**src/rtl/core/sha_pkg.sv**
```systemverilog
// Package for the SHA-256 message hasher: payload types, constants, round functions.
// No dependencies.
`timescale 1ns / 1ps
package sha_pkg;
    typedef struct packed {
        logic [7:0] data_byte;
        logic       last_byte;
    } in_item_t;

    typedef struct packed {
        logic [31:0] digest_word;
        logic [2:0]  word_index;
        logic        last_word;
    } out_item_t;

    // datapath commands from the controller
    typedef enum logic [2:0] {
        CMD_NONE,
        CMD_PUT_BYTE,
        CMD_LOAD_WORK,
        CMD_ROUND,
        CMD_ADD_CV,
        CMD_PAD_CLEAR,
        CMD_LENGTH,
        CMD_RESET_ALL
    } dp_cmd_e;

    typedef struct packed {
        dp_cmd_e    cmd;
        logic [5:0] round;
        logic [5:0] lane;
        logic [7:0] lane_value;
        logic       zero_rest;
        logic       count_inc;
    } dp_ctrl_t;

    typedef struct packed {
        logic [5:0] pos;
    } dp_stat_t;

    localparam logic [31:0] ROUND_K [64] = '{
        32'h428a2f98, 32'h71374491, 32'hb5c0fbcf, 32'he9b5dba5,
        32'h3956c25b, 32'h59f111f1, 32'h923f82a4, 32'hab1c5ed5,
        32'hd807aa98, 32'h12835b01, 32'h243185be, 32'h550c7dc3,
        32'h72be5d74, 32'h80deb1fe, 32'h9bdc06a7, 32'hc19bf174,
        32'he49b69c1, 32'hefbe4786, 32'h0fc19dc6, 32'h240ca1cc,
        32'h2de92c6f, 32'h4a7484aa, 32'h5cb0a9dc, 32'h76f988da,
        32'h983e5152, 32'ha831c66d, 32'hb00327c8, 32'hbf597fc7,
        32'hc6e00bf3, 32'hd5a79147, 32'h06ca6351, 32'h14292967,
        32'h27b70a85, 32'h2e1b2138, 32'h4d2c6dfc, 32'h53380d13,
        32'h650a7354, 32'h766a0abb, 32'h81c2c92e, 32'h92722c85,
        32'ha2bfe8a1, 32'ha81a664b, 32'hc24b8b70, 32'hc76c51a3,
        32'hd192e819, 32'hd6990624, 32'hf40e3585, 32'h106aa070,
        32'h19a4c116, 32'h1e376c08, 32'h2748774c, 32'h34b0bcb5,
        32'h391c0cb3, 32'h4ed8aa4a, 32'h5b9cca4f, 32'h682e6ff3,
        32'h748f82ee, 32'h78a5636f, 32'h84c87814, 32'h8cc70208,
        32'h90befffa, 32'ha4506ceb, 32'hbef9a3f7, 32'hc67178f2
    };

    localparam logic [31:0] INIT_HASH [8] = '{
        32'h6a09e667, 32'hbb67ae85, 32'h3c6ef372, 32'ha54ff53a,
        32'h510e527f, 32'h9b05688c, 32'h1f83d9ab, 32'h5be0cd19
    };

    function automatic logic [31:0] rotr(input logic [31:0] v, input int unsigned s);
        rotr = (v >> s) | (v << (32 - s));
    endfunction

    function automatic logic [31:0] big_sigma0(input logic [31:0] a);
        big_sigma0 = rotr(a, 2) ^ rotr(a, 13) ^ rotr(a, 22);
    endfunction

    function automatic logic [31:0] big_sigma1(input logic [31:0] e);
        big_sigma1 = rotr(e, 6) ^ rotr(e, 11) ^ rotr(e, 25);
    endfunction

    function automatic logic [31:0] small_sigma0(input logic [31:0] w);
        small_sigma0 = rotr(w, 7) ^ rotr(w, 18) ^ (w >> 3);
    endfunction

    function automatic logic [31:0] small_sigma1(input logic [31:0] w);
        small_sigma1 = rotr(w, 17) ^ rotr(w, 19) ^ (w >> 10);
    endfunction
endpackage

```
**src/rtl/core/sha256_message_hasher.sv**
```systemverilog
// SHA-256 message hasher top level: byte stream in, eight digest words out.
// Intake: a byte that fills a block holds intake while the block is compressed (load, 64 rounds, add).
// The last byte adds one padded compression, or two, then 8 word transactions and the
// turnaround state. Other bytes are taken without leaving the idle state.
// Rate is set by the single shared round unit: one round per cycle.
// Reset: asynchronous active low; restores the initial hash and clears the count.
`timescale 1ns / 1ps
module sha256_message_hasher (
    input  logic                clk,
    input  logic                rst_n,
    input  logic                in_valid,
    output logic                in_ready,
    input  sha_pkg::in_item_t   in_data,
    output logic                out_valid,
    input  logic                out_ready,
    output sha_pkg::out_item_t  out_data
);
    sha_pkg::dp_ctrl_t ctrl;
    sha_pkg::dp_stat_t stat;
    logic [2:0]        rd_index;
    logic [31:0]       rd_word;

    // controller sequences byte intake, padding and the round counter
    sha_controller u_ctrl (
        .clk       (clk),
        .rst_n     (rst_n),
        .in_valid  (in_valid),
        .in_ready  (in_ready),
        .in_data   (in_data),
        .out_valid (out_valid),
        .out_ready (out_ready),
        .out_data  (out_data),
        .ctrl      (ctrl),
        .stat      (stat),
        .rd_index  (rd_index),
        .rd_word   (rd_word)
    );

    // datapath owns all hash state; digest word read straight from chaining value
    sha_datapath u_dp (
        .clk      (clk),
        .rst_n    (rst_n),
        .ctrl     (ctrl),
        .stat     (stat),
        .rd_index (rd_index),
        .rd_word  (rd_word)
    );
endmodule

```
**src/rtl/core/sha_datapath.sv**
```systemverilog
// SHA-256 datapath: block buffer as a 16-word schedule window, working
// registers, chaining value, byte counter. Depends on sha_pkg.
`timescale 1ns / 1ps
module sha_datapath (
    input  logic               clk,
    input  logic               rst_n,
    input  sha_pkg::dp_ctrl_t  ctrl,
    output sha_pkg::dp_stat_t  stat,
    input  logic [2:0]         rd_index,
    output logic [31:0]        rd_word
);
    logic [31:0] w_reg [16];
    logic [31:0] work_reg [8];
    logic [31:0] cv_reg [8];
    logic [60:0] count_reg;

    logic [31:0] t1;
    logic [31:0] t2;
    logic [31:0] w_new;
    logic [31:0] maj;
    logic [31:0] ch;
    logic [63:0] bits;

    assign stat.pos = count_reg[5:0];
    assign rd_word  = cv_reg[rd_index];
    assign bits     = {count_reg, 3'b000};

    always_comb
    begin
        // window holds w[t..t+15]; w_reg[0] is w[t]
        w_new = sha_pkg::small_sigma1(w_reg[14]) + w_reg[9]
              + sha_pkg::small_sigma0(w_reg[1]) + w_reg[0];
        ch  = (work_reg[4] & work_reg[5]) ^ (~work_reg[4] & work_reg[6]);
        maj = (work_reg[0] & work_reg[1]) ^ (work_reg[0] & work_reg[2])
            ^ (work_reg[1] & work_reg[2]);
        t1 = work_reg[7] + sha_pkg::big_sigma1(work_reg[4]) + ch
           + sha_pkg::ROUND_K[ctrl.round] + w_reg[0];
        t2 = sha_pkg::big_sigma0(work_reg[0]) + maj;
    end

    always_ff @(posedge clk or negedge rst_n)
    begin
        if (!rst_n)
        begin
            count_reg <= '0;
            for (int i = 0; i < 8; i++)
            begin
                cv_reg[i] <= sha_pkg::INIT_HASH[i];
            end
        end
        else
        begin
            if (ctrl.count_inc)
            begin
                count_reg <= count_reg + 61'd1;
            end
            unique case (ctrl.cmd)
                sha_pkg::CMD_ADD_CV:
                begin
                    for (int i = 0; i < 8; i++)
                    begin
                        cv_reg[i] <= cv_reg[i] + work_reg[i];
                    end
                end
                sha_pkg::CMD_RESET_ALL:
                begin
                    count_reg <= '0;
                    for (int i = 0; i < 8; i++)
                    begin
                        cv_reg[i] <= sha_pkg::INIT_HASH[i];
                    end
                end
                default:
                begin
                end
            endcase
        end
    end

    always_ff @(posedge clk)
    begin
        unique case (ctrl.cmd)
            sha_pkg::CMD_PUT_BYTE, sha_pkg::CMD_PAD_CLEAR:
            begin
                for (int i = 0; i < 16; i++)
                begin
                    for (int b = 0; b < 4; b++)
                    begin
                        if ((6'(i * 4 + b)) == ctrl.lane)
                        begin
                            w_reg[i][31 - b * 8 -: 8] <= ctrl.lane_value;
                        end
                        else if (ctrl.zero_rest && (6'(i * 4 + b) > ctrl.lane))
                        begin
                            w_reg[i][31 - b * 8 -: 8] <= 8'h00;
                        end
                    end
                end
            end
            sha_pkg::CMD_LENGTH:
            begin
                w_reg[14] <= bits[63:32];
                w_reg[15] <= bits[31:0];
            end
            sha_pkg::CMD_LOAD_WORK:
            begin
                for (int i = 0; i < 8; i++)
                begin
                    work_reg[i] <= cv_reg[i];
                end
            end
            sha_pkg::CMD_ROUND:
            begin
                for (int i = 0; i < 15; i++)
                begin
                    w_reg[i] <= w_reg[i + 1];
                end
                w_reg[15]   <= w_new;
                work_reg[7] <= work_reg[6];
                work_reg[6] <= work_reg[5];
                work_reg[5] <= work_reg[4];
                work_reg[4] <= work_reg[3] + t1;
                work_reg[3] <= work_reg[2];
                work_reg[2] <= work_reg[1];
                work_reg[1] <= work_reg[0];
                work_reg[0] <= t1 + t2;
            end
            default:
            begin
            end
        endcase
    end
endmodule

```
**src/rtl/core/sha_controller.sv**
```systemverilog
// SHA-256 controller: byte intake, padding sequence, round counter, digest output.
// Depends on sha_pkg.
`timescale 1ns / 1ps
module sha_controller (
    input  logic                clk,
    input  logic                rst_n,
    input  logic                in_valid,
    output logic                in_ready,
    input  sha_pkg::in_item_t   in_data,
    output logic                out_valid,
    input  logic                out_ready,
    output sha_pkg::out_item_t  out_data,
    output sha_pkg::dp_ctrl_t   ctrl,
    input  sha_pkg::dp_stat_t   stat,
    output logic [2:0]          rd_index,
    input  logic [31:0]         rd_word
);
    typedef enum logic [3:0] {
        S_IDLE,
        S_LOAD,
        S_ROUND,
        S_ADD,
        S_PAD,
        S_PAD_LOAD,
        S_PAD_ROUND,
        S_PAD_ADD,
        S_LEN,
        S_EMIT,
        S_DONE
    } state_t;

    state_t      state_reg;
    logic [5:0]  round_reg;
    logic        last_reg;
    logic        final_reg;   // current compression is the length block
    logic [2:0]  idx_reg;
    logic        emit_reg;
    logic [5:0]  pos_reg;

    assign in_ready  = (state_reg == S_IDLE);
    assign rd_index  = idx_reg;
    assign out_valid = emit_reg;
    assign out_data.digest_word = rd_word;
    assign out_data.word_index  = idx_reg;
    assign out_data.last_word   = (idx_reg == 3'd7);

    always_comb
    begin
        ctrl = '{cmd: sha_pkg::CMD_NONE, round: round_reg, lane: stat.pos,
                 lane_value: in_data.data_byte, zero_rest: 1'b0, count_inc: 1'b0};
        unique case (state_reg)
            S_IDLE:
            begin
                if (in_valid)
                begin
                    ctrl.cmd       = sha_pkg::CMD_PUT_BYTE;
                    ctrl.count_inc = 1'b1;
                end
            end
            S_LOAD, S_PAD_LOAD: ctrl.cmd = sha_pkg::CMD_LOAD_WORK;
            S_ROUND, S_PAD_ROUND: ctrl.cmd = sha_pkg::CMD_ROUND;
            S_ADD, S_PAD_ADD: ctrl.cmd = sha_pkg::CMD_ADD_CV;
            S_PAD:
            begin
                // extra length block carries no pad byte: all zero
                ctrl.cmd        = sha_pkg::CMD_PAD_CLEAR;
                ctrl.lane       = pos_reg;
                ctrl.lane_value = final_reg ? 8'h00 : 8'h80;
                ctrl.zero_rest  = 1'b1;
            end
            S_LEN:
            begin
                // write the message bit length into words 14 and 15 of the block
                ctrl.cmd = sha_pkg::CMD_LENGTH;
            end
            S_DONE: ctrl.cmd = sha_pkg::CMD_RESET_ALL;
            default: ctrl.cmd = sha_pkg::CMD_NONE;
        endcase
    end

    always_ff @(posedge clk or negedge rst_n)
    begin
        if (!rst_n)
        begin
            state_reg <= S_IDLE;
            round_reg <= '0;
            last_reg  <= 1'b0;
            final_reg <= 1'b0;
            idx_reg   <= '0;
            emit_reg  <= 1'b0;
            pos_reg   <= '0;
        end
        else
        begin
            unique case (state_reg)
                S_IDLE:
                begin
                    if (in_valid)
                    begin
                        last_reg <= in_data.last_byte;
                        pos_reg  <= stat.pos + 6'd1;
                        if (stat.pos == 6'd63)
                        begin
                            state_reg <= S_LOAD;
                        end
                        else if (in_data.last_byte)
                        begin
                            state_reg <= S_PAD;
                        end
                    end
                end
                S_LOAD:
                begin
                    round_reg <= '0;
                    state_reg <= S_ROUND;
                end
                S_ROUND:
                begin
                    round_reg <= round_reg + 6'd1;
                    if (round_reg == 6'd63)
                    begin
                        state_reg <= S_ADD;
                    end
                end
                S_ADD:
                begin
                    state_reg <= last_reg ? S_PAD : S_IDLE;
                end
                S_PAD:
                begin
                    // pad byte and zeros; length fits only when pad lane < 56
                    final_reg <= (pos_reg < 6'd56);
                    state_reg <= (pos_reg < 6'd56) ? S_LEN : S_PAD_LOAD;
                end
                S_LEN:
                begin
                    final_reg <= 1'b1;
                    state_reg <= S_PAD_LOAD;
                end
                S_PAD_LOAD:
                begin
                    round_reg <= '0;
                    state_reg <= S_PAD_ROUND;
                end
                S_PAD_ROUND:
                begin
                    round_reg <= round_reg + 6'd1;
                    if (round_reg == 6'd63)
                    begin
                        state_reg <= S_PAD_ADD;
                    end
                end
                S_PAD_ADD:
                begin
                    if (final_reg)
                    begin
                        idx_reg   <= '0;
                        emit_reg  <= 1'b1;
                        state_reg <= S_EMIT;
                    end
                    else
                    begin
                        // next block: all zero then length
                        pos_reg   <= '0;
                        state_reg <= S_PAD;
                        final_reg <= 1'b1;
                    end
                end
                S_EMIT:
                begin
                    if (out_ready)
                    begin
                        if (idx_reg == 3'd7)
                        begin
                            emit_reg  <= 1'b0;
                            state_reg <= S_DONE;
                        end
                        else
                        begin
                            idx_reg <= idx_reg + 3'd1;
                        end
                    end
                end
                S_DONE:
                begin
                    last_reg  <= 1'b0;
                    final_reg <= 1'b0;
                    state_reg <= S_IDLE;
                end
                default: state_reg <= S_IDLE;
            endcase
        end
    end
endmodule

```
**config.mk**
```make
export PLATFORM = sky130hd
export DESIGN_NAME = sha256_message_hasher
export DESIGN_NICKNAME = d
export VERILOG_FILES = /design/src/rtl/core/sha_pkg.sv /design/src/rtl/core/sha256_message_hasher.sv /design/src/rtl/core/sha_datapath.sv /design/src/rtl/core/sha_controller.sv
export SDC_FILE = /design/constraint.sdc
export NUM_CORES = 2
export LEC_CHECK = 0
export ABC_AREA = 1
export BUFFER_PORTS_ARGS = -buffer_cell sky130_fd_sc_hd__buf_2
export CORE_ASPECT_RATIO = 2
export CORE_MARGIN = 2
export CORE_UTILIZATION = 45
export DETAILED_ROUTE_END_ITERATION = 12
export SYNTH_ARGS = -nofsm -noshare
export SYNTH_HDL_FRONTEND = slang
export SYNTH_HIERARCHICAL = 1
export SYNTH_SLANG_ARGS = --single-unit
export TNS_END_PERCENT = 100
```
**constraint.sdc**
```tcl
create_clock -name clk -period 54.9 [get_ports clk]
set_clock_uncertainty 0.1 [all_clocks]
set_input_delay 5.49 -clock clk [delete_from_list [all_inputs] [get_ports clk]]
set_output_delay 5.49 -clock clk [all_outputs]
set_load 0.005 [all_outputs]
```
==> out/metrics.yaml, run 1 <==
num_rows: 221
post-dp-hpwl_um: 382000
groute.usage.overall: 0.658
ios: 51
failing_step: "5_1_grt"
synthTopCellsByCount: "nand2_1, o21ai_0, inv_1"
outcome: "aborted with a tool error"
synth_edf_count: 760
cts_resized: 0
ys_seq_area_frac: 0.387
die_h_um: 607
io_buffers: 50
synth_area_leaders: "edfxtp_1, nand2_1, o21ai_0"
async_flop_share: 0.306
place_area_um2: 84500
max-clock-path-buffers: 3
grt_max_degree: 235
post_cts_buffers: 0
synth_nets: 11000
yosysUniqueCellTypes: 79
synth_most_common_cell: "nand2_1"
cts_hold_buf: 0
error_line: "[ERROR GRT-0116] Global routing finished with congestion. Check the congestion regions in the DRC Viewer."
synth_flop_cell: "edfxtp_1"
yosys_warnings: 6
clock_sinks: 1107
start_util: 0.452
htree_levels: 3
synth_seq_cells: 1107
pre_cts_slack_ps: 44460
grt_pass1_wl_um: 877000
die_x_um: 305
grt_pass1_vias: 97000
clockRootBuffer: "clkbuf_16"
gp_congestion: 1.23
syn_inst: 10400
synth.top_cell.area_share: 0.279
syn_avg_cell_area_um2: 7.88
overflow: 986
cts_buffers: 109
synth_top_area_cell: "edfxtp_1"
syn-cell-area_um2: 81700
kinds of logic after synthesis:
kind of cell	after synthesis	synth area share
simple gates	3675	0.185
compound gates	2865	0.197
buf+inv	1794	0.0850
flops	1107	0.387
fa+ha+maj	610	0.111
xor+xnor	322	0.0345
mux	6	0.000735
per-stage QoR:
step	hold slack (ps)	utilization	std cells
floorplan	356	-	10400
global placement	377	0.467	12500
detailed placement	391	0.467	12500
CTS	402	0.488	12700
per-layer routing:
metal | GRT overflow | GRT usage
met4 | 351 | 0.731
met2 | 621 | 0.919
met1 | 3 | 0.612
met3 | 11 | 0.417
met5 | 0 | 0.100
==> run 2, diff against run 1 <==
Settings changed: CORE_ASPECT_RATIO 2 to unset, CORE_UTILIZATION 45 to 30, PLACE_DENSITY_LB_ADDON set to 0.15.
==> run 2 against run 1 <==
The run now ends clean; synthesized cell count stayed put; area after synthesis stayed put.
==> out/metrics.yaml, run 2 <==
setup_violations: 0
die_x_um: 526  # was 305 um
slowest_delay_ps: 1190
outcome: "completed"  # was aborted with a tool error
clock_sinks: 1107  # unchanged
syn-cell-area_um2: 81700  # unchanged
post_cts_buffers: 0  # unchanged
place_inst: 13700  # was 12500
gp_congestion: 0.963  # was 1.23
synth.top_cell.area_share: 0.279  # unchanged
cp_max_fo: 54
htree_levels: 4  # was 3
period_needed_ps: 10650
die_h_um: 526  # was 607 um
largest_reg_flops: 512
first_iter_violations: 8095
drive_gt1_frac: 0.0612
antenna_left: 0
ys_seq_area_frac: 0.387  # unchanged
syn2layout_area_growth_pct: 10.5
num_rows: 191  # was 221
tightest_slew_ps: 1330
hold_class: "reg -> reg"
required_ps: 55540
setup.worst_path.start_class: "input port"
clockRootBuffer: "clkbuf_16"  # unchanged
place_area_um2: 85600  # was 84500 um2
synth_seq_cells: 1107  # unchanged
finalWirelength_um: 371000
timing.fmax_ghz: 0.0939
stdcell_area_um2: 90300
cp_num_buf_inv: 7
yosysUniqueCellTypes: 79  # unchanged
crit_path_top_delay_cell: "nor2_4"
post-route-drc-count: 0
synth_most_common_cell: "nand2_1"  # unchanged
cts_buffers: 153  # was 109
end_kind: "flop"
dr.pass1.iters: 8
groute.usage.overall: 0.260
yosys_warnings: 6  # unchanged
crit_family: "buffers and inverters"
ios: 51  # unchanged
regArea_um2: 31600
clock_latency_ps: 850
period_share: 0.194
grt_setup_unrepaired: "false"
slew_violations: 0
core-area_um2: 271000
finalHoldViolations: 0
cts_resized: 0  # unchanged
synthTopCellsByCount: "nand2_1, o21ai_0, inv_1"  # unchanged
io_buffers: 50  # unchanged
multi_input_area_um2: 43200
synth_flop_cell: "edfxtp_1"  # unchanged
synth_area_leaders: "edfxtp_1, nand2_1, o21ai_0"  # unchanged
grt_pass1_wl_um: 528000
grt_max_degree: 190
post-dp-hpwl_um: 283000  # was 382000 um
max-clock-path-buffers: 4  # was 3
synth_nets: 11000  # unchanged
cts_tree: "done"
clk_pin_slew_worst_paths_ps: 60
async_flop_share: 0.306  # unchanged
antenna_found_initial: 12
synth_edf_count: 760  # unchanged
syn_avg_cell_area_um2: 7.88  # unchanged
critical_path_class: "in -> reg"
fillers: 29000
routed-via-count: 76000
fin_tns_setup_ps: 0
stdcell_count: 14000
slew_headroom: 0.105
syn_inst: 10400  # unchanged
start_util: 0.302  # was 0.452
routed_via_density: 5.45
crit_arrival_ps: 11280
synth_top_area_cell: "edfxtp_1"  # unchanged
nNetsFinal: 10900
overflow: 0
drv_cap: 0
grt_pass1_vias: 73400
dieArea_um2: 277000
cts_hold_buf: 0  # unchanged
final_common_cell: "nand2_1"
wl_per_cell_um: 26.6
path_common_cell: "buf_4"
worstPathCellList: "buf_2 -> nand2_4 -> nand3_1 -> inv_2 -> nor2_8 -> buf_4 -> nor3_4 -> clkinv_2 -> nor2_4 -> buf_4 -> buf_4 -> o21ai_0 -> o22ai_1 -> inv_1"
final_cell_mix: "nand2_1, o21ai_0, inv_1"
==> run 2: logic make-up after synthesis <==
family / Yosys count / share of synthesized area
AOI/OAI and AO/OA: 2865 / 0.197
adders and majority gates: 610 / 0.111
muxes: 6 / 0.000735
DFF: 1107 / 0.387
xor gates and xnor gates: 322 / 0.0345
buffers and inverters: 1794 / 0.0850
and+or+nand+nor: 3675 / 0.185
==> run 2: cell type report <==
class | instances | share of cell area
Sequential cell | 1107 | 0.350
Multi-Input combinational cell | 7478 | 0.478
Inverter | 1364 | 0.0570
Clock buffer | 199 | 0.0451
Timing Repair Buffer | 159 | 0.0125
Clock inverter | 69 | 0.00722
Antenna cell | 5 | 0.000139
Tap cell | 3570 | 0.0495
==> run 2: final timing paths <==
check                               startpoint              endpoint  slack (ps)  cells past startpoint
setup / recovery                      in_valid       u_dp/cv_reg[99]       44250                     14
setup reg to reg           u_ctrl/round_reg[0]  u_dp/work_reg[0][23]       44940                     36
max in group asynchronous                rst_n    u_dp/count_reg[27]       47980                      3
hold / removal              u_dp/count_reg[45]    u_dp/count_reg[45]         390                      1
min in group asynchronous                rst_n      u_dp/cv_reg[212]        4550                      1
hold reg to reg             u_dp/count_reg[45]    u_dp/count_reg[45]         390                      1
==> run 2: metrics by stage <==
stage,worst slack (ps),utilization,hold slack [ps]
floorplan,29720,-,356
global placement,43310,0.316,377
detailed placement,43260,0.316,384
CTS,44130,0.333,391
global route,44040,0.333,417
finish,44250,0.333,389
==> run 2: per-layer routing <==
| layer | track usage | up-vias | part of all wire |
|---|---|---|---|
| met2 | 0.408 | 3145 | 0.45 |
| met1 | 0.352 | 37300 | 0.43 |
| met5 | 0 | - | 0.000097 |
| li1 | - | 35000 | - |
| met3 | 0.0454 | 596 | 0.077 |
| met4 | 0.107 | 6 | 0.048 |
Power of run 2 is not shown: default switching activity piles up to over one toggle a cycle in this logic, so the estimate is an artifact.
